==> config.mk <==
export PLATFORM = sky130hd
export DESIGN_NAME = single_float_add_sub_truncating_flat
export DESIGN_NICKNAME = d
export VERILOG_FILES = /design/src/sfas_pkg.sv /design/src/sfas_if.sv /design/src/sfas_core.sv /design/src/single_float_add_sub_truncating.sv /design/src/flat_wrapper.sv
export SDC_FILE = /design/constraint.sdc
export NUM_CORES = 1
export LEC_CHECK = 0
export BUFFER_PORTS_ARGS = -buffer_cell sky130_fd_sc_hd__buf_2
export CAP_MARGIN = 10
export CORE_MARGIN = 4
export CORE_UTILIZATION = 55
export CTS_BUF_LIST = sky130_fd_sc_hd__clkbuf_4
export DETAILED_ROUTE_END_ITERATION = 12
export PLACE_DENSITY = 0.81
export SYNTH_ARGS = -nofsm -noshare
export SYNTH_HDL_FRONTEND = slang
export SYNTH_SLANG_ARGS = --single-unit
export TNS_END_PERCENT = 5
==> constraint.sdc <==
create_clock -name i_clk -period 18.4 [get_ports i_clk]
set_input_delay 2.76 -clock i_clk [delete_from_list [all_inputs] [get_ports i_clk]]
set_output_delay 2.76 -clock i_clk [all_outputs]
set_load 0.03 [all_outputs]
==> src/sfas_pkg.sv <==
`timescale 1ns / 1ps
// ----------------------------------------------------------------------------
// sfas_pkg
// shared types and constants for the truncating single-precision add/sub
// ----------------------------------------------------------------------------
package sfas_pkg;

    localparam int unsigned ManBits   = 23;
    localparam int unsigned SearchTop = 25;

    localparam logic REQ_ADD = 1'b0;
    localparam logic REQ_SUB = 1'b1;

    typedef struct packed {
        logic        req_type;
        logic [31:0] operand_a;
        logic [31:0] operand_b;
    } t_req;

    typedef struct packed {
        logic [31:0] sum_bits;
    } t_rsp;

endpackage

==> src/sfas_if.sv <==
`timescale 1ns / 1ps
// ----------------------------------------------------------------------------
// sfas_req_if / sfas_rsp_if
// valid/ready channels for requests and results
// ----------------------------------------------------------------------------
interface sfas_req_if;
    logic            valid;
    logic            ready;
    sfas_pkg::t_req  data;
    modport source (output valid, output data, input ready);
    modport sink (input valid, input data, output ready);
endinterface

interface sfas_rsp_if;
    logic            valid;
    logic            ready;
    sfas_pkg::t_rsp  data;
    modport source (output valid, output data, input ready);
    modport sink (input valid, input data, output ready);
endinterface

==> src/sfas_core.sv <==
`timescale 1ns / 1ps
// ----------------------------------------------------------------------------
// sfas_core
// combinational align, add/subtract and truncating normalize
// ----------------------------------------------------------------------------
module sfas_core (
    input  sfas_pkg::t_req i_req,
    output logic [31:0]    o_sum
);

    logic [31:0] x, y, big, lit;
    logic [30:0] magx, magy;
    logic        sbig, ssmall;
    logic [7:0]  ebig, esmall, shft;
    logic [23:0] mbig, msmall, mshift;
    logic [24:0] raw;
    logic [4:0]  pos;
    logic [4:0]  d;
    logic [8:0]  expo;
    logic [24:0] frac;
    logic        swap;

    always_comb begin
        x = i_req.operand_a;
        y = i_req.operand_b ^ {(i_req.req_type == sfas_pkg::REQ_SUB), 31'd0};
        magx = x[30:0];
        magy = y[30:0];
        swap = magy > magx;
        big = swap ? y : x;
        lit = swap ? x : y;
        sbig = big[31];
        ssmall = lit[31];
        ebig = big[30:23];
        esmall = lit[30:23];
        shft = ebig - esmall;
        mbig = {1'b1, big[22:0]};
        msmall = {1'b1, lit[22:0]};
        mshift = (shft >= 8'd24) ? 24'd0 : (msmall >> shft[4:0]);
        raw = (sbig != ssmall) ? ({1'b0, mbig} - {1'b0, mshift})
                               : ({1'b0, mbig} + {1'b0, mshift});
        pos = 5'd0;
        for (int i = 1; i <= 24; i++) begin
            if (raw[i]) begin
                pos = 5'(i);
            end
        end
        if (pos >= 5'd23) begin
            d = pos - 5'd23;
            expo = {1'b0, ebig} + {4'd0, d};
            frac = raw >> d;
        end else begin
            d = 5'd23 - pos;
            expo = {1'b0, ebig} - {4'd0, d};
            frac = raw << d;
        end
        if (magx == magy && sbig != ssmall) begin
            o_sum = 32'd0;
        end else begin
            o_sum = {sbig | expo[8], expo[7:0], frac[22:0]};
        end
    end

endmodule

==> src/single_float_add_sub_truncating.sv <==
`timescale 1ns / 1ps
// ----------------------------------------------------------------------------
// single_float_add_sub_truncating
// stages: input reg, then result reg, with the combinational core between them
// throughput: one beat per cycle while results are taken, limited by the single-pass core
// a held result does not block a new input while the input stage is free
// reset (synchronous, active low) clears both stage valid flags
// ----------------------------------------------------------------------------
module single_float_add_sub_truncating (
    input  logic        i_clk,
    input  logic        i_rst_n,
    sfas_req_if.sink    i_req,
    sfas_rsp_if.source  o_rsp
);

    logic           r_in_vld, n_in_vld;
    sfas_pkg::t_req r_in;
    logic           r_out_vld, n_out_vld;
    logic [31:0]    r_out;
    logic [31:0]    core_sum;
    logic           out_free;

    sfas_core u_core (.i_req(r_in), .o_sum(core_sum));

    assign out_free = !r_out_vld || o_rsp.ready;
    assign i_req.ready = !r_in_vld || out_free;
    assign o_rsp.valid = r_out_vld;
    assign o_rsp.data.sum_bits = r_out;

    always_comb begin
        n_in_vld = i_req.valid ? 1'b1 : (r_in_vld && !out_free);
        if (!i_req.ready) n_in_vld = r_in_vld;
        n_out_vld = (r_in_vld && out_free) ? 1'b1 : (r_out_vld && !o_rsp.ready);
    end

    always_ff @(posedge i_clk) begin
        if (!i_rst_n) begin
            r_in_vld <= 1'b0;
            r_out_vld <= 1'b0;
        end else begin
            r_in_vld <= n_in_vld;
            r_out_vld <= n_out_vld;
        end
        if (i_req.valid && i_req.ready) r_in <= i_req.data;
        if (r_in_vld && out_free) r_out <= core_sum;
    end

    a_out_hold: assert property (@(posedge i_clk) disable iff (!i_rst_n)
        r_out_vld && !o_rsp.ready |=> r_out_vld && $stable(r_out))
        else $error("result lost under stall");
    a_in_hold: assert property (@(posedge i_clk) disable iff (!i_rst_n)
        r_in_vld && !out_free |=> r_in_vld)
        else $error("input stage dropped");
    a_move: assert property (@(posedge i_clk) disable iff (!i_rst_n)
        r_in_vld && out_free |=> r_out_vld)
        else $error("result not registered");

endmodule

==> src/flat_wrapper.sv <==
// flat-port wrapper written by rule: the top's interface ports become plain ports
module single_float_add_sub_truncating_flat 
  (i_clk, i_rst_n, i_req_valid, i_req_data, i_req_ready, o_rsp_valid, o_rsp_data, o_rsp_ready);
  sfas_req_if i_req_i ();
  sfas_rsp_if o_rsp_i ();
  input  logic i_clk;
  input  logic i_rst_n;
  input wire logic [$bits(i_req_i.valid)-1:0] i_req_valid;
  input wire logic [$bits(i_req_i.data)-1:0] i_req_data;
  output wire logic [$bits(i_req_i.ready)-1:0] i_req_ready;
  output wire logic [$bits(o_rsp_i.valid)-1:0] o_rsp_valid;
  output wire logic [$bits(o_rsp_i.data)-1:0] o_rsp_data;
  input wire logic [$bits(o_rsp_i.ready)-1:0] o_rsp_ready;
  assign i_req_i.valid = i_req_valid;
  assign i_req_i.data = i_req_data;
  assign i_req_ready = i_req_i.ready;
  assign o_rsp_valid = o_rsp_i.valid;
  assign o_rsp_data = o_rsp_i.data;
  assign o_rsp_i.ready = o_rsp_ready;
  single_float_add_sub_truncating u_core (.i_clk(i_clk), .i_rst_n(i_rst_n), .i_req(i_req_i), .o_rsp(o_rsp_i));
endmodule
Word level (Yosys, flattened, before mapping)
Index checks and enable logic that the tools add are counted.
{"block": "word_totals", "regBits": 99, "word_cells": 66, "out_inout_bits": 34, "input_bits": 69}
{"block": "classes", "shift": 3, "bitwise_logic": 2, "reduce_logical": 11, "n_mux": 32, "magnitude_cmp": 3, "add_sub_neg": 7, "eq_ne": 2}
{"op": "2-to-1 mux 5 bit", "n": 23}
{"op": "2-to-1 mux 32 bit", "n": 2}
{"op": "XOR 32 bit", "n": 1}
{"op": "equality test 31 bit", "n": 1}
{"op": "> comparator 31 bit", "n": 1}
{"op": "adder 24 x 24 -> 25 bit", "n": 1}
{"op": "2-to-1 mux 25 bit", "n": 1}
{"op": "<< shifter 25 x 5 -> 23 bit", "n": 1}
{"op": ">> shifter 25 x 5 -> 23 bit", "n": 1}
{"op": "subtractor 24 x 24 -> 25 bit", "n": 1}
{"op": "2-to-1 mux 24 bit", "n": 1}
{"op": ">> shifter 24 x 5 -> 24 bit", "n": 1}
{"op": "2-to-1 mux 23 bit", "n": 1}
{"op": "adder 8 x 5 -> 9 bit", "n": 1}
{"op": "2-to-1 mux 9 bit", "n": 1}
{"op": "subtractor 8 x 5 -> 9 bit", "n": 1}
{"op": "greater-or-equal comparator 8 x 5 -> 1 bit, second input constant", "n": 1}
{"op": "subtractor 8 bit", "n": 1}
{"op": "greater-or-equal comparator 5 bit, second input constant", "n": 1}
{"op": "logical AND 1 bit", "n": 5}
{"op": "subtractor 5 bit, first input constant", "n": 1}
{"op": "subtractor 5 bit, second input constant", "n": 1}
{"op": "logical NOT 1 bit", "n": 4}
{"op": "2-to-1 mux 1 bit", "n": 3}
{"op": "3 further kinds", "n": 4}

Depth between registers and ports, before layout
{"block": "depth", "depth_word": 36, "ltp_mapped": 65, "depth_no_buf": 58}

Hierarchy
A second synthesis with hierarchy kept.
{"block": "unflattened", "cells_unflattened": 1406, "hier_area_um2": 11916.4}
{"module": "sfas_core", "area_each_um2": 8899.8, "n_inst": 1, "seq_area_each_um2": 0.0, "cells_per_inst": 1300}
{"module": "single_float_add_sub_truncating", "area_each_um2": 3016.6, "n_inst": 1, "seq_area_each_um2": 2952.8, "cells_per_inst": 106}

Least setup slack after synthesis
OpenSTA, ideal clock, no wires.
{"block": "synth_path", "kind": "register -> register", "from": "reg u_core.r_in[24] (netlist bit)", "to": "reg u_core.r_out[31] (netlist: u_core.o_rsp.data[31]) (data pin)", "t_required_ns": 18.096, "stages_incl_launch_ff": 60, "period_less_slack_ns": 13.676, "path_slack_ns": 4.724, "n_path_buf": 10, "t_arrival_ns": 13.371, "path_cell_list": "edfxtp_1 > ha_1 > nand4_1 > nor4_1 > o31a_1 > a21bo_2 > nand2_1 > buf_2 > buf_2 > buf_1 > mux2i_1 > ha_1 > clkbuf_1 > clkbuf_1 > clkbuf_1 > buf_1 > mux2i_1 > nor2_1 > [... 24 more ...] > a211o_1 > a2bb2oi_4 > inv_4 > buf_6 > ha_1 > inv_1 > xnor2_1 > inv_2 > buf_1 > ha_1 > a21o_1 > a21oi_1 > o21bai_1 > a21oi_1 > o21bai_1 > a21oi_1 > xnor2_1 > a21oi_1"}
{"block": "synth_between", "elab_chain_len": 36, "word_cells_on_any_way": 45}
{"item": "start: declaration", "line": "single_float_add_sub_truncating.sv:17", "text": "sfas_pkg::t_req r_in;"}
{"item": "start signal: assignment", "line": "single_float_add_sub_truncating.sv:44", "text": "if (i_req.valid && i_req.ready) r_in <= i_req.data;"}
{"item": "XOR 32 bit (*)", "line": "sfas_core.sv:25", "text": "y = i_req.operand_b ^ {(i_req.req_type == sfas_pkg::REQ_SUB), 31'd0};"}
{"item": "> comparator 31 bit", "line": "sfas_core.sv:28", "text": "swap = magy > magx;"}
{"item": "2-to-1 mux 32 bit (on tied branches)", "line": "sfas_core.sv:29, sfas_core.sv:30"}
{"item": "subtractor 8 bit", "line": "sfas_core.sv:35", "text": "shft = ebig - esmall;"}
{"item": "greater-or-equal comparator 8 x 5 -> 1 bit or >> shifter 24 x 5 -> 24 bit (tied branches)", "line": "sfas_core.sv:38", "text": "mshift = (shft >= 8'd24) ? 24'd0 : (msmall >> shft[4:0]);"}
{"item": "2-to-1 mux 24 bit", "line": "sfas_core.sv:38"}
{"item": "adder 24 x 24 -> 25 bit or subtractor 24 x 24 -> 25 bit (tied branches)", "line": "sfas_core.sv:40, sfas_core.sv:39"}
{"item": "2-to-1 mux 25 bit", "line": "sfas_core.sv:39", "text": "raw = (sbig != ssmall) ? ({1'b0, mbig} - {1'b0, mshift})"}
{"item": "2-to-1 mux 1 bit", "line": "sfas_core.sv:43", "text": "if (raw[i]) begin"}
{"item": "2-to-1 mux 5 bit (23 in a row)", "line": "sfas_core.sv:43"}
{"item": "subtractor 5 bit (on tied branches)", "line": "sfas_core.sv:52, sfas_core.sv:48"}
{"item": "subtractor 8 x 5 -> 9 bit or adder 8 x 5 -> 9 bit (tied branches)", "line": "sfas_core.sv:53, sfas_core.sv:49"}
{"item": "2-to-1 mux 9 bit", "line": "sfas_core.sv:47", "text": "if (pos >= 5'd23) begin"}
{"item": "OR 1 bit", "line": "sfas_core.sv:59", "text": "o_sum = {sbig | expo[8], expo[7:0], frac[22:0]};"}
{"item": "end signal: assignment", "line": "single_float_add_sub_truncating.sv:45", "text": "if (r_in_vld && out_free) r_out <= core_sum;"}
{"item": "end: declaration", "line": "single_float_add_sub_truncating.sv:19", "text": "logic [31:0] r_out;"}
Every way passes the cells marked *; elsewhere a longest branch is shown, timed or not.
A chain may end at the register's enable or synchronous reset.

Worst setup path after layout
{"block": "layout_path", "from": "reg u_core.r_in[23] (netlist bit)", "to": "reg u_core.r_out[11] (netlist: u_core.o_rsp.data[11]) (data pin)"}
{"block": "layout_between", "elab_chain_len": 35, "word_cells_on_any_way": 44}
{"item": "XOR 32 bit (*)", "line": "sfas_core.sv:25"}
{"item": "> comparator 31 bit", "line": "sfas_core.sv:28"}
{"item": "2-to-1 mux 32 bit (on tied branches)", "line": "sfas_core.sv:29, sfas_core.sv:30"}
{"item": "subtractor 8 bit", "line": "sfas_core.sv:35"}
{"item": "greater-or-equal comparator 8 x 5 -> 1 bit or >> shifter 24 x 5 -> 24 bit (tied branches)", "line": "sfas_core.sv:38"}
{"item": "2-to-1 mux 24 bit", "line": "sfas_core.sv:38"}
{"item": "adder 24 x 24 -> 25 bit or subtractor 24 x 24 -> 25 bit (tied branches)", "line": "sfas_core.sv:40, sfas_core.sv:39"}
{"item": "2-to-1 mux 25 bit", "line": "sfas_core.sv:39"}
{"item": "2-to-1 mux 1 bit", "line": "sfas_core.sv:43"}
{"item": "2-to-1 mux 5 bit (23 in a row)", "line": "sfas_core.sv:43"}
{"item": "subtractor 5 bit (on tied branches)", "line": "sfas_core.sv:52, sfas_core.sv:48"}
{"item": "<< shifter 25 x 5 -> 23 bit or >> shifter 25 x 5 -> 23 bit (tied branches)", "line": "sfas_core.sv:54, sfas_core.sv:50"}
{"item": "2-to-1 mux 23 bit", "line": "sfas_core.sv:47"}
Marks and branches as above.

==> impl_metrics.csv <==
group,metric,value,unit
finish,nets,1650,
synthesis,yosys.area.top_type,"edfxtp_1",
finish,fin_area,13000,um^2
synthesis,synth_cell_types,102,
worst_setup_path,cp-end-kind,"register",
synthesis,ys_async_sr_fraction,0,%
cts,cts_resized,0,
timing,tightest_slew,1.25,ns
cts,h-tree-depth,3,
global_route,grt_pass1_wl,62600,um
drt,wl,40200,um
place,gp_congestion,1.01,
global_route,grt_pass1_vias,11511,
place,dp_hpwl,31900,um
synthesis,ys_ff_latch,99,
finish,area_growth,6.77,%
worst_setup_path,critPathLaunchType,"register",
worst_setup_path,cp_slowest_stage_delay,0.99,ns
timing,finalSetupTns,0,ns
worst_setup_path,rr_worst_depth,43,
worst_setup_path,arrival,14.96,ns
synthesis,synth.area.top_cells,"edfxtp_1 (24%), mux2i_1 (11%), ha_1 (6.9%), nand2_1 (4.7%), o21ai_0 (4.2%)",
timing,fin_crit,14.57,ns
drt,via_per_inst,6.61,
synthesis,ys_warn_count,0,
worst_hold_path,hp-class,"register to register",
finish,final_common_cell,"nand2_1",
place,dpl_cell_area,12800,um^2
die,die_y,157,um
drt,firstDrtPassIters,6,
global_route,grt_max_degree,81,
finish,nFillCells,1995,
die,core_area,21800,um^2
drt,drc,0,
cts,clockRootBuffer,"clkbuf_4",
drt,wl_per_cell,22.4,um
timing,drv_slew,0,
cts,clock_path_buffers,2,
worst_setup_path,cp.required,18.79,ns
die,die_area,24500,um^2
timing,maxSlewHeadroom,16.5,%
timing,clock.fmax,68.6,MHz
synthesis,synthesis.nets,1592,
timing,fin_skew,0.0454,ns
run,maxCapViolCount,0,
global_route,track_usage,32.3,%
cts,ctsHoldBuffers,0,
cts,cts_sinks,99,
die,pin_count,103,
worst_hold_path,min_path_cells,1,
timing,finalHoldViolations,0,
timing,post-route-period-util,79.2,%
synthesis,synth_edf_count,97,
global_route,antenna_found_initial,1,
die,initial_core_util,55.8,%
synthesis,syn-instance-count,1453,
drt,num_vias,11876,
timing,grt_setup_unrepaired,"no",
synthesis,synth_flop_cell,"edfxtp_1",
finish,layout_common_cells,"nand2_1 (152), mux2i_1 (137), nor2_1 (116)",
drt,drtIter0Drc,1165,
synthesis,syn_area_per_cell,8.35,um^2
cts,cts_setup_buffers,0,
die,dieWidth,157,um
worst_setup_path,crit_fanout,38,
synthesis,netlist_area,12100,um^2
timing,finalSetupViolCount,0,
cts,clock_latency,0.53,ns
place,port_buffers,102,
die,row_count,54,
worst_setup_path,critPathSlowestCell,"a21boi_1",
worst_setup_path,worstSetupPathType,"register to register",
synthesis,ys_seq_area_share,24.3,%
cts,cts_made_buffers,9,
status,outcome,"finished, final reports clean",
cts,cts_tree,"yes",
synthesis,yosys.area.top_type_share,24.0,%
cts,cts.clk_slew.worst_paths,0.21,ns
global_route,grt_overflow,0,
finish,drive_gt1_share,13.9,%
drt,antenna_left,0,
-- critical path: cells and delay by family (launching register included) --
kind            cells  cell delay, ns
compound gates     22            7.25
simple gates        7            2.63
buf+inv             6            1.65
fa+ha+maj           4            1.19
mux                 3            1.00
flops               1            0.46
xor+xnor            1            0.20
-- synthesized netlist by cell type, types with 9 or more instances --
cell type,count
a221oi_1,11
o21ai_0,102
o31ai_1,9
mux2i_1,137
xnor2_1,31
mux4_2,11
a211oi_1,20
a31oi_1,10
o211ai_1,19
nand3_1,47
nand4_1,10
edfxtp_1,97
a22oi_1,14
or3_1,14
o22ai_1,12
nand2_1,153
o21bai_1,10
clkbuf_1,49
and2_1,16
o21a_1,13
a21o_1,18
nor2_1,116
o21ai_1,13
nor2b_1,18
xor2_1,19
a21oi_1,80
ha_1,67
mux2_2,17
nor4_1,16
a211o_1,10
nand2b_1,15
inv_1,71
buf_2,12
o221ai_1,18
nor3_1,23
-- metrics by stage --
stage                     worst slack, ns  cells  hold slack (ns)  util [%]
after floorplan                      4.72   1453            0.477         -
after global placement               4.22   1780            0.507      58.9
after detailed placement             4.11   1780            0.508      58.9
after CTS                            4.07   1796            0.554      59.5
after global routing                 3.01   1797            0.595      59.6
final                                3.83   1797            0.560      59.6
-- per-layer routing --
layer	routed length [um]	global-route usage (%)	vias up
met3	3090	6.31	136
li1	-	-	5625
met5	0	0	-
met4	2300	17.2	0
met2	19300	56.1	577
met1	15500	37.5	5538
-- cells by family (layout without fill, tap and decap cells) --
group	Yosys count	count (layout)	synth area share (%)
compound gates	440	440	25.0
xor+xnor	51	51	3.74
fa+ha+maj	70	70	7.40
buf+inv	152	215	5.32
flops	99	99	24.3
mux	170	170	15.4
other cells	0	1	0
simple gates	471	471	18.8
-- sequential cells by signal, indices dropped and copies added, names as in the netlist --
signal              cells
u_core.o_rsp.valid      1
u_core.r_in            65
u_core.o_rsp.data      32
u_core.r_in_vld         1
-- final timing paths --
kind                   startpoint                     to  slack (ns)
setup / recovery  u_core.r_in[23]  u_core.o_rsp.data[11]        3.83
hold / removal    u_core.r_in_vld     u_core.o_rsp.valid        0.56
setup reg to reg  u_core.r_in[23]  u_core.o_rsp.data[11]        3.83
hold reg to reg   u_core.r_in_vld     u_core.o_rsp.valid        0.56
-- cell type report --
| class | count | area, um^2 | share of cell area [%] |
|---|---|---|---|
| repair buffers | 123 | 668 | 5.16 |
| clock inverters | 7 | 71.3 | 0.550 |
| diodes | 1 | 2.50 | 0.0193 |
| inverters | 76 | 289 | 2.23 |
| well taps | 280 | 350 | 2.70 |
| clock buffers | 9 | 67.6 | 0.521 |
| flip-flops and latches | 99 | 2950 | 22.8 |
| multi-input cells | 1202 | 8560 | 66.0 |
Power is not shown: default switching activity piles up to over one toggle a cycle in this logic, so the estimate is an artifact.
